File: config.mk
export PLATFORM = sky130hd
export DESIGN_NAME = tlv_record_deframer_flat
export DESIGN_NICKNAME = d
export VERILOG_FILES = /design/src/sv/tlvd_pkg.sv /design/src/sv/tlvd_ifs.sv /design/src/sv/tlvd_parser.sv /design/src/sv/tlvd_queue.sv /design/src/sv/tlvd_emitter.sv /design/src/sv/tlv_record_deframer.sv /design/src/flat_wrapper.sv
export SDC_FILE = /design/constraint.sdc
export NUM_CORES = 1
export LEC_CHECK = 0
export ABC_AREA = 1
export ABC_CLOCK_PERIOD_IN_PS = 10200
export BUFFER_PORTS_ARGS = -buffer_cell sky130_fd_sc_hd__buf_2
export CAP_MARGIN = 0
export CELL_PAD_IN_SITES_DETAIL_PLACEMENT = 1
export CELL_PAD_IN_SITES_GLOBAL_PLACEMENT = 2
export CORE_ASPECT_RATIO = 1.25
export CORE_MARGIN = 10
export CORE_UTILIZATION = 37
export CTS_CLUSTER_DIAMETER = 40
export DETAILED_ROUTE_END_ITERATION = 8
export PLACE_DENSITY_LB_ADDON = 0.1
export SYNTH_ARGS = -nofsm -noshare
export SYNTH_HDL_FRONTEND = slang
export SYNTH_SLANG_ARGS = --single-unit
File: constraint.sdc
create_clock -name clk -period 10.2 [get_ports clk]
set_input_delay 1.53 -clock clk [delete_from_list [all_inputs] [get_ports clk]]
set_output_delay 1.53 -clock clk [all_outputs]
set_load 0.01 [all_outputs]
File: src/sv/tlvd_pkg.sv
// Shared types, codes and sizes for the TLV record deframer.
package tlvd_pkg;

  // Known-tag table
  localparam int MAX_TAGS  = 16;
  localparam int TAG_SLOTS = 16;
  localparam int SLOT_W    = 4;

  // Queue between parser and emitter
  localparam int QUEUE_DEPTH = 4;
  localparam int QPTR_W      = $clog2(QUEUE_DEPTH);
  localparam int QCNT_W      = $clog2(QUEUE_DEPTH + 1);

  // Result kinds
  localparam logic [1:0] KIND_RECORD  = 2'd0;
  localparam logic [1:0] KIND_PAYLOAD = 2'd1;
  localparam logic [1:0] KIND_STATUS  = 2'd2;

  // Buffer end status codes
  localparam logic [1:0] ST_OK        = 2'd0;
  localparam logic [1:0] ST_UNKNOWN   = 2'd1;
  localparam logic [1:0] ST_TRUNCATED = 2'd2;

  // Configuration register indexes
  localparam logic [2:0] REG_HEADER_FORMAT  = 3'd0;
  localparam logic [2:0] REG_IGNORE_UNKNOWN = 3'd1;
  localparam logic [2:0] REG_TAG_COUNT      = 3'd2;
  localparam logic [2:0] REG_START_OFFSET   = 3'd3;
  localparam logic [2:0] REG_TAG_WORD_0     = 3'd4;
  localparam logic [2:0] REG_TAG_WORD_1     = 3'd5;
  localparam logic [2:0] REG_TAG_WORD_2     = 3'd6;
  localparam logic [2:0] REG_TAG_WORD_3     = 3'd7;

  typedef struct packed {
    logic                         header_format;
    logic                         ignore_unknown;
    logic [4:0]                   tag_count;
    logic [15:0]                  start_offset;
    logic [TAG_SLOTS-1:0][15:0]   tags;
  } cfg_t;

  // One record-start or payload-byte result
  typedef struct packed {
    logic [1:0]        kind;
    logic [SLOT_W-1:0] slot;
    logic [15:0]       record_tag;
    logic [31:0]       record_length;
    logic [7:0]        payload;
    logic              last_of_record;
  } result_t;

  // Everything one input byte causes
  typedef struct packed {
    logic       has_main;
    result_t    main;
    logic       has_status;
    logic [1:0] status;
  } entry_t;

endpackage

File: src/sv/tlvd_ifs.sv
// Channel interfaces: byte stream, result stream and configuration writes.
interface tlvd_in_if;
  logic       valid;
  logic       ready;
  logic [7:0] data_byte;
  logic       end_of_buffer;

  modport source (output valid, data_byte, end_of_buffer, input ready);
  modport sink   (input valid, data_byte, end_of_buffer, output ready);
endinterface

interface tlvd_out_if;
  logic        valid;
  logic        ready;
  logic [1:0]  kind;
  logic [3:0]  slot;
  logic [15:0] record_tag;
  logic [31:0] record_length;
  logic [7:0]  payload;
  logic        last_of_record;
  logic [1:0]  status;
  logic        last_of_run;

  modport source (output valid, kind, slot, record_tag, record_length, payload,
                  last_of_record, status, last_of_run, input ready);
  modport sink   (input valid, kind, slot, record_tag, record_length, payload,
                  last_of_record, status, last_of_run, output ready);
endinterface

interface tlvd_cfg_if;
  logic        valid;
  logic        ready;
  logic [2:0]  index;
  logic [63:0] data;

  modport source (output valid, index, data, input ready);
  modport sink   (input valid, index, data, output ready);
endinterface

File: src/sv/tlvd_parser.sv
// Front end: takes buffer bytes, tracks header/payload framing, classifies results.
module tlvd_parser (
  input  logic              clk,
  input  logic              rst,
  tlvd_in_if.sink           stream,
  input  tlvd_pkg::cfg_t    cfg,
  input  logic              q_full,
  output logic              push,
  output tlvd_pkg::entry_t  entry
);
  import tlvd_pkg::*;

  typedef enum logic [2:0] {
    PH_START,
    PH_SKIP,
    PH_HEADER,
    PH_PAYLOAD,
    PH_DROP
  } phase_t;

  phase_t            phase, phase_next;
  logic [15:0]       skip_left, skip_left_next;
  logic [2:0]        hdr_seen, hdr_seen_next;
  logic [15:0]       tag_accum, tag_accum_next;
  logic [31:0]       payload_left, payload_left_next;
  logic [SLOT_W-1:0] cur_slot, cur_slot_next;
  logic              discarding, discarding_next;
  logic              error_seen, error_seen_next;
  logic              accept;
  entry_t            ent;

  // First matching slot among the enabled table entries
  function automatic logic [SLOT_W:0] lookup(input cfg_t c, input logic [15:0] tag);
    logic [4:0]        n;
    logic              hit;
    logic [SLOT_W-1:0] s;
    n   = (c.tag_count > 5'(MAX_TAGS)) ? 5'(MAX_TAGS) : c.tag_count;
    hit = 1'b0;
    s   = '0;
    for (int i = MAX_TAGS - 1; i >= 0; i--) begin
      if ((5'(i) < n) && (c.tags[i] == tag)) begin
        hit = 1'b1;
        s   = SLOT_W'(i);
      end
    end
    return {hit, s};
  endfunction

  assign stream.ready = !q_full;
  assign accept       = stream.valid && stream.ready;

  // Per-byte framing step
  always_comb begin
    phase_t            ph;
    logic [15:0]       sl;
    logic [2:0]        hs;
    logic [15:0]       tg;
    logic [31:0]       pl;
    logic [SLOT_W-1:0] cs;
    logic              dc;
    logic              er;
    logic              consumed;
    logic [2:0]        hlen;
    logic [2:0]        tlen;
    logic [SLOT_W:0]   look;
    logic [7:0]        b;

    ph = phase; sl = skip_left; hs = hdr_seen; tg = tag_accum;
    pl = payload_left; cs = cur_slot; dc = discarding; er = error_seen;
    consumed = 1'b0;
    b    = stream.data_byte;
    hlen = cfg.header_format ? 3'd6 : 3'd3;
    tlen = cfg.header_format ? 3'd2 : 3'd1;
    look = '0;
    ent  = '0;

    // buffer start loads the offset
    if (ph == PH_START) begin
      sl = cfg.start_offset;
      hs = 3'd0;
      ph = PH_SKIP;
    end
    if (ph == PH_SKIP) begin
      if (sl != 16'd0) begin
        sl = sl - 16'd1;
        consumed = 1'b1;
      end else begin
        ph = PH_HEADER;
        hs = 3'd0;
      end
    end

    // header bytes, big-endian tag then length
    if (!consumed && ph == PH_HEADER) begin
      if (hs == 3'd0) begin
        tg = 16'd0;
        pl = 32'd0;
      end
      if (hs < tlen) tg = {tg[7:0], b};
      else           pl = {pl[23:0], b};
      hs = hs + 3'd1;
      if (hs >= hlen) begin
        look = lookup(cfg, tg);
        hs   = 3'd0;
        if (look[SLOT_W]) begin
          cs = look[SLOT_W-1:0];
          dc = 1'b0;
          ent.has_main            = 1'b1;
          ent.main.kind           = KIND_RECORD;
          ent.main.slot           = cs;
          ent.main.record_tag     = tg;
          ent.main.record_length  = pl;
          ent.main.last_of_record = (pl == 32'd0);
          ph = (pl != 32'd0) ? PH_PAYLOAD : PH_HEADER;
        end else if (cfg.ignore_unknown) begin
          dc = (pl != 32'd0);
          ph = (pl != 32'd0) ? PH_PAYLOAD : PH_HEADER;
        end else begin
          er = 1'b1;
          ph = PH_DROP;
        end
      end
      consumed = 1'b1;
    end

    // payload bytes
    if (!consumed && ph == PH_PAYLOAD) begin
      pl = pl - 32'd1;
      if (!dc) begin
        ent.has_main            = 1'b1;
        ent.main.kind           = KIND_PAYLOAD;
        ent.main.slot           = cs;
        ent.main.record_tag     = tg;
        ent.main.payload        = b;
        ent.main.last_of_record = (pl == 32'd0);
      end
      if (pl == 32'd0) begin
        ph = PH_HEADER;
        dc = 1'b0;
      end
    end

    // buffer end: report and return to buffer start
    if (stream.end_of_buffer) begin
      ent.has_status = 1'b1;
      if (er)
        ent.status = ST_UNKNOWN;
      else if ((ph == PH_SKIP && sl != 16'd0) || (ph == PH_HEADER && hs != 3'd0) ||
               (ph == PH_PAYLOAD && pl != 32'd0))
        ent.status = ST_TRUNCATED;
      else
        ent.status = ST_OK;
      ph = PH_START; sl = 16'd0; hs = 3'd0; tg = 16'd0;
      pl = 32'd0; cs = '0; dc = 1'b0; er = 1'b0;
    end

    phase_next        = ph;
    skip_left_next    = sl;
    hdr_seen_next     = hs;
    tag_accum_next    = tg;
    payload_left_next = pl;
    cur_slot_next     = cs;
    discarding_next   = dc;
    error_seen_next   = er;
  end

  assign push  = accept && (ent.has_main || ent.has_status);
  assign entry = ent;

  // Parser state
  always_ff @(posedge clk) begin
    if (rst) begin
      phase        <= PH_START;
      skip_left    <= '0;
      hdr_seen     <= '0;
      tag_accum    <= '0;
      payload_left <= '0;
      cur_slot     <= '0;
      discarding   <= 1'b0;
      error_seen   <= 1'b0;
    end else if (accept) begin
      phase        <= phase_next;
      skip_left    <= skip_left_next;
      hdr_seen     <= hdr_seen_next;
      tag_accum    <= tag_accum_next;
      payload_left <= payload_left_next;
      cur_slot     <= cur_slot_next;
      discarding   <= discarding_next;
      error_seen   <= error_seen_next;
    end
  end

endmodule

File: src/sv/tlvd_queue.sv
// Short entry queue between the parser and the result emitter.
module tlvd_queue (
  input  logic              clk,
  input  logic              rst,
  input  logic              push,
  input  tlvd_pkg::entry_t  push_entry,
  output logic              full,
  input  logic              pop,
  output logic              head_valid,
  output tlvd_pkg::entry_t  head
);
  import tlvd_pkg::*;

  entry_t            mem [QUEUE_DEPTH];
  logic [QPTR_W-1:0] wr_ptr;
  logic [QPTR_W-1:0] rd_ptr;
  logic [QCNT_W-1:0] count;
  logic              do_pop;

  assign full       = (count == QCNT_W'(QUEUE_DEPTH));
  assign head_valid = (count != '0);
  assign head       = mem[rd_ptr];
  assign do_pop     = pop && head_valid;

  // Entry storage
  always_ff @(posedge clk) begin
    if (push) mem[wr_ptr] <= push_entry;
  end

  // Pointers and fill count
  always_ff @(posedge clk) begin
    if (rst) begin
      wr_ptr <= '0;
      rd_ptr <= '0;
      count  <= '0;
    end else begin
      if (push)
        wr_ptr <= (wr_ptr == QPTR_W'(QUEUE_DEPTH - 1)) ? '0 : wr_ptr + 1'b1;
      if (do_pop)
        rd_ptr <= (rd_ptr == QPTR_W'(QUEUE_DEPTH - 1)) ? '0 : rd_ptr + 1'b1;
      if (push && !do_pop)      count <= count + 1'b1;
      else if (!push && do_pop) count <= count - 1'b1;
    end
  end

endmodule

File: src/sv/tlvd_emitter.sv
// Back end: turns queued entries into single results through an output register.
module tlvd_emitter (
  input  logic              clk,
  input  logic              rst,
  input  logic              head_valid,
  input  tlvd_pkg::entry_t  head,
  output logic              pop,
  tlvd_out_if.source        result
);
  import tlvd_pkg::*;

  logic       out_valid;
  result_t    out_res;
  logic [1:0] out_status;
  logic       out_last_run;
  logic       pend;
  logic [1:0] pend_status;
  logic       load;
  result_t    status_res;

  assign load = !out_valid || result.ready;
  assign pop  = load && !pend && head_valid;

  // Result fields of a status: everything zero but the kind
  always_comb begin
    status_res      = '0;
    status_res.kind = KIND_STATUS;
  end

  // Output register; a pending status follows its record or payload result
  always_ff @(posedge clk) begin
    if (rst) begin
      out_valid <= 1'b0;
      pend      <= 1'b0;
    end else if (load) begin
      if (pend) begin
        out_valid    <= 1'b1;
        pend         <= 1'b0;
        out_res      <= status_res;
        out_status   <= pend_status;
        out_last_run <= 1'b1;
      end else if (head_valid) begin
        out_valid <= 1'b1;
        if (head.has_main) begin
          out_res      <= head.main;
          out_status   <= ST_OK;
          out_last_run <= !head.has_status;
          pend         <= head.has_status;
          pend_status  <= head.status;
        end else begin
          out_res      <= status_res;
          out_status   <= head.status;
          out_last_run <= 1'b1;
        end
      end else begin
        out_valid <= 1'b0;
      end
    end
  end

  assign result.valid          = out_valid;
  assign result.kind           = out_res.kind;
  assign result.slot           = out_res.slot;
  assign result.record_tag     = out_res.record_tag;
  assign result.record_length  = out_res.record_length;
  assign result.payload        = out_res.payload;
  assign result.last_of_record = out_res.last_of_record;
  assign result.status         = out_status;
  assign result.last_of_run    = out_last_run;

endmodule

File: src/sv/tlv_record_deframer.sv
// TLV record deframer: takes one buffer byte per cycle with no stall of its own; the input
// holds back only when the four-entry queue behind the parser is full, which happens only
// under output backpressure. Each byte is framed and its tag matched against the table in
// the cycle it is taken; its results go through the queue and then the output register.
// Results leave at one per cycle while the output is ready; a byte that causes two results
// (a header or last payload byte that is also the buffer's final byte) has its status sent
// second, and the queue absorbs the extra one. Configuration writes are always taken.
module tlv_record_deframer (
  input  logic        clk,
  input  logic        rst,
  tlvd_in_if.sink     stream,
  tlvd_out_if.source  result,
  tlvd_cfg_if.sink    cfg
);
  import tlvd_pkg::*;

  cfg_t   cfg_regs;
  logic   q_full;
  logic   push;
  entry_t push_entry;
  logic   pop;
  logic   head_valid;
  entry_t head;

  // Configuration registers
  assign cfg.ready = 1'b1;

  always_ff @(posedge clk) begin
    if (rst) begin
      cfg_regs <= '0;
    end else if (cfg.valid) begin
      case (cfg.index)
        REG_HEADER_FORMAT:  cfg_regs.header_format  <= cfg.data[0];
        REG_IGNORE_UNKNOWN: cfg_regs.ignore_unknown <= cfg.data[0];
        REG_TAG_COUNT:      cfg_regs.tag_count      <= cfg.data[4:0];
        REG_START_OFFSET:   cfg_regs.start_offset   <= cfg.data[15:0];
        REG_TAG_WORD_0:     cfg_regs.tags[3:0]      <= cfg.data;
        REG_TAG_WORD_1:     cfg_regs.tags[7:4]      <= cfg.data;
        REG_TAG_WORD_2:     cfg_regs.tags[11:8]     <= cfg.data;
        REG_TAG_WORD_3:     cfg_regs.tags[15:12]    <= cfg.data;
        default: ;
      endcase
    end
  end

  // Front end
  tlvd_parser u_parser (
    .clk    (clk),
    .rst    (rst),
    .stream (stream),
    .cfg    (cfg_regs),
    .q_full (q_full),
    .push   (push),
    .entry  (push_entry)
  );

  // Decoupling queue
  tlvd_queue u_queue (
    .clk        (clk),
    .rst        (rst),
    .push       (push),
    .push_entry (push_entry),
    .full       (q_full),
    .pop        (pop),
    .head_valid (head_valid),
    .head       (head)
  );

  // Back end
  tlvd_emitter u_emitter (
    .clk        (clk),
    .rst        (rst),
    .head_valid (head_valid),
    .head       (head),
    .pop        (pop),
    .result     (result)
  );

  // A status result always closes the run of its byte
  a_status_closes_run: assert property (@(posedge clk) disable iff (rst)
    result.valid && result.kind == KIND_STATUS |-> result.last_of_run)
    else $error("status result without last_of_run");

  // Record start is last of record exactly when its length is zero
  a_record_last_len: assert property (@(posedge clk) disable iff (rst)
    result.valid && result.kind == KIND_RECORD |->
      (result.last_of_record == (result.record_length == 32'd0)))
    else $error("record start last_of_record disagrees with length");

  // The second result of a byte is a status and comes right after the first
  a_status_follows: assert property (@(posedge clk) disable iff (rst)
    result.valid && result.ready && !result.last_of_run |=>
      result.valid && result.kind == KIND_STATUS)
    else $error("missing status after first result of a byte");

endmodule
File: src/flat_wrapper.sv
// flat-port wrapper written by rule: the top's interface ports become plain ports
module tlv_record_deframer_flat import tlvd_pkg::*;
  (clk, rst, stream_valid, stream_data_byte, stream_end_of_buffer, stream_ready, result_valid, result_kind, result_slot, result_record_tag, result_record_length, result_payload, result_last_of_record, result_status, result_last_of_run, result_ready, cfg_valid, cfg_index, cfg_data, cfg_ready);
  tlvd_in_if stream_i ();
  tlvd_out_if result_i ();
  tlvd_cfg_if cfg_i ();
  input  logic clk;
  input  logic rst;
  input wire logic [$bits(stream_i.valid)-1:0] stream_valid;
  input wire logic [$bits(stream_i.data_byte)-1:0] stream_data_byte;
  input wire logic [$bits(stream_i.end_of_buffer)-1:0] stream_end_of_buffer;
  output wire logic [$bits(stream_i.ready)-1:0] stream_ready;
  output wire logic [$bits(result_i.valid)-1:0] result_valid;
  output wire logic [$bits(result_i.kind)-1:0] result_kind;
  output wire logic [$bits(result_i.slot)-1:0] result_slot;
  output wire logic [$bits(result_i.record_tag)-1:0] result_record_tag;
  output wire logic [$bits(result_i.record_length)-1:0] result_record_length;
  output wire logic [$bits(result_i.payload)-1:0] result_payload;
  output wire logic [$bits(result_i.last_of_record)-1:0] result_last_of_record;
  output wire logic [$bits(result_i.status)-1:0] result_status;
  output wire logic [$bits(result_i.last_of_run)-1:0] result_last_of_run;
  input wire logic [$bits(result_i.ready)-1:0] result_ready;
  input wire logic [$bits(cfg_i.valid)-1:0] cfg_valid;
  input wire logic [$bits(cfg_i.index)-1:0] cfg_index;
  input wire logic [$bits(cfg_i.data)-1:0] cfg_data;
  output wire logic [$bits(cfg_i.ready)-1:0] cfg_ready;
  assign stream_i.valid = stream_valid;
  assign stream_i.data_byte = stream_data_byte;
  assign stream_i.end_of_buffer = stream_end_of_buffer;
  assign stream_ready = stream_i.ready;
  assign result_valid = result_i.valid;
  assign result_kind = result_i.kind;
  assign result_slot = result_i.slot;
  assign result_record_tag = result_i.record_tag;
  assign result_record_length = result_i.record_length;
  assign result_payload = result_i.payload;
  assign result_last_of_record = result_i.last_of_record;
  assign result_status = result_i.status;
  assign result_last_of_run = result_i.last_of_run;
  assign result_i.ready = result_ready;
  assign cfg_i.valid = cfg_valid;
  assign cfg_i.index = cfg_index;
  assign cfg_i.data = cfg_data;
  assign cfg_ready = cfg_i.ready;
  tlv_record_deframer u_core (.clk(clk), .rst(rst), .stream(stream_i), .result(result_i), .cfg(cfg_i));
endmodule
==> metrics.yaml <==
cp-start-kind: "register"
path_clk_slew_ns: 0.05
finalSetupTns_ns: 0
synth_top_cell_area_share_pct: 29.0
finalCritPeriodShare_pct: 84.5
routedWlPerCell_microns: 23.1
gp_congestion: 0.905
finalPower_mw: 10.3
synthTopCellsByArea: "edfxtp_1 29%, dfxtp_1 21%, nand2_1 12%"
dr.pass1.iters: 7
synth_xor_area_share_pct: 2.12
ant_nets: 0
wirelength_microns: 135000
initial_utilization_pct: 37.4
drtIter0Drc: 1907
ys_seq_elements: 698
grt_use_total_pct: 25.0
grt_pass1_wl_microns: 201000
layout_min_cycle_time_ns: 8.62
rsz0062_at_grt: "false"
slew_headroom_pct: 14.8
cts_setup_buffers: 0
setup_viol: 0
rows: 124
hold_path_class: "register to register"
grt_pass1_vias: 31500
synth_cell_types: 60
setup_slack_ns: 1.58
status: "completed"
area_growth_pct: 16.6
synthCells: 4489
crit_slowest_cell: "nand2_1"
peakVddDrop_mv: 0.153
layout-drive-gt1-share_pct: 10.8
layout.cells.non_filler: 5860
place_ws_ns: 1.68
ctsHoldBuffers: 0
critical_path.most_common_cell: "nand2_1"
io_pins: 150
clk_latency_ns: 0.70
grt_max_degree: 117
cp_slowest_stage_delay_ns: 0.65
n_fill_cell: 11100
cts_root_buffer: "clkbuf_16"
vias: 30700
die_h_microns: 361
final_nets: 4660
crit_fanout: 35
fp.dieW_microns: 292
arrival_ns: 9.16
slew_viol_final: 0
synth_warnings: 0
ctsHtreeMaxLevel: 3
hold_viol: 0
core_area_sq_mm: 0.0918
cts_tree: "yes"
powerDensity_mw_per_mm2: 258
portBuffers: 148
synth_fa_ha_area_share_pct: 0.532
synthSimpleGateAreaFrac_pct: 25.7
final_common_cell: "nand2_1"
avgViaCountPerCell: 5.24
cts_buffers: 114
worstPathRequired_ns: 10.74
clockBufferDepth: 3
cts_resized: 0
fin_skew_ns: 0.0608
syn_nets: 4584
drcViolationCount: 0
muxShareOfSynthArea_pct: 0.0583
antenna_found_initial: 1
cts_sinks: 698
crit_path_end_kind: "register"
final_cell_mix: "1113 x nand2_1, 766 x nor2_1, 512 x o21ai_0"
p_leak_nw: 16.7
syn-cell-area_sq_mm: 0.0343
worst-setup-path-type: "register to register"
worst_pin_slew_ns: 1.28
dieArea_sq_mm: 0.105
timing.fmax_mhz: 116
synth_compound_area_share_pct: 14.1
synth-seq-area-share_pct: 50.4
synth_top_family_by_area: "simple AND/OR/NAND/NOR gates"
syn_area_per_cell_sq_um: 7.65
yosys.area.top_type: "edfxtp_1"
dp_cells: 5646
post-dp-hpwl_microns: 95100
overflow: 0
drv_cap: 0
-- where the power goes --
group	total [mW]	internal, mW	switching [mW]
sequential	3.35	3.20	0.143
clock	4.06	2.57	1.50
combinational	2.93	0.819	2.11
total	10.3	6.59	3.76
-- final cells by class --
| cell class | instances | area, sq um | area share, % |
|---|---|---|---|
| Tap cell | 1197 | 1500 | 3.74 |
| Multi-Input combinational cell | 3196 | 14700 | 36.6 |
| Clock inverter | 83 | 1050 | 2.61 |
| Timing Repair Buffer | 196 | 1180 | 2.94 |
| Inverter | 359 | 1360 | 3.41 |
| Clock buffer | 130 | 3000 | 7.50 |
| Sequential cell | 698 | 17300 | 43.2 |
| Antenna cell | 1 | 2.50 | 0.00625 |
-- state kept, by name (all words and copies together) (netlist names), 4 cells and up, named ones only --
register / flops
u_core.u_emitter.result.record_tag: 16
u_core.u_parser.payload_left: 32
u_core.u_queue.mem: 264
u_core.u_parser.tag_accum: 16
u_core.u_parser.cur_slot: 4
u_core.u_emitter.result.slot: 4
u_core.u_parser.skip_left: 16
u_core.u_emitter.result.record_length: 32
u_core.u_emitter.result.payload: 8
u_core.cfg_regs: 279
-- logic make-up after synthesis --
| group | count (synthesis) |
|---|---|
| buffers and inverters | 595 |
| XOR/XNOR | 83 |
| AND/OR/NAND/NOR | 2180 |
| other | 1 |
| flip-flops | 698 |
| adder cells (fa/ha/maj) | 14 |
| multiplexers | 2 |
| AO/OA/AOI/OAI | 916 |
-- routing by layer --
layer,up-vias,track usage [%],wire length (microns)
li1,14900,-,-
met1,15000,28.5,54300
met2,615,46.9,71200
met3,211,3.31,5000
met4,0,9.12,4740
met5,-,0,0
-- worst paths after layout --
check                      startpoint                       to  slack [ns]  depth (start not counted)
max          u_core.u_parser.phase[1]  u_core.u_queue.count[1]        1.58                         41
min              u_core.cfg_regs[256]     u_core.cfg_regs[256]        0.46                          2
max reg2reg  u_core.u_parser.phase[1]  u_core.u_queue.count[1]        1.58                         41
min reg2reg      u_core.cfg_regs[256]     u_core.cfg_regs[256]        0.46                          2
-- metrics by stage --
| step | util [%] | hold WS (ns) | cell area, sq um |
|---|---|---|---|
| detailed placement | 39.2 | 0.458 | 36000 |
| global placement | 39.2 | 0.452 | 36000 |
| global route | 43.6 | 0.480 | 40000 |
| finish | 43.6 | 0.462 | 40000 |
| CTS | 43.6 | 0.465 | 40000 |
| floorplan | - | 0.425 | 34300 |
-- worst max-delay path, delay by kind of cell (launching register included) --
kind	cells	cell delay, ns
DFF	1	0.34
and+or+nand+nor	24	4.25
adders and majority gates	4	1.05
buffers and inverters	9	2.04
muxes	1	0.36
AOI/OAI and AO/OA	3	0.41
-- Yosys cell counts (all sizes together) --
library cell  number
ha                13
nand4             55
nand3b            18
nand2           1134
o211ai            16
a21oi            321
nor2             787
a32o               2
nor3              14
nand3            149
dfxtp            366
clkinv             4
clkbuf           161
and2               1
o22ai              4
o21ai            534
o21a               1
o311ai             8
nor4               3
o31ai              6
xor2              70
a32oi              1
edfxtp           332
conb               1
a22oi              1
o211a              1
a22o               1
a31oi             11
inv              355
or3                1
xnor2             13
mux2i              2
buf               75
o21bai             1
a211oi             5
a41oi              2
o2111ai            1
fa                 1
or2               17
and3               1
Power figures use the tool's default switching activity.
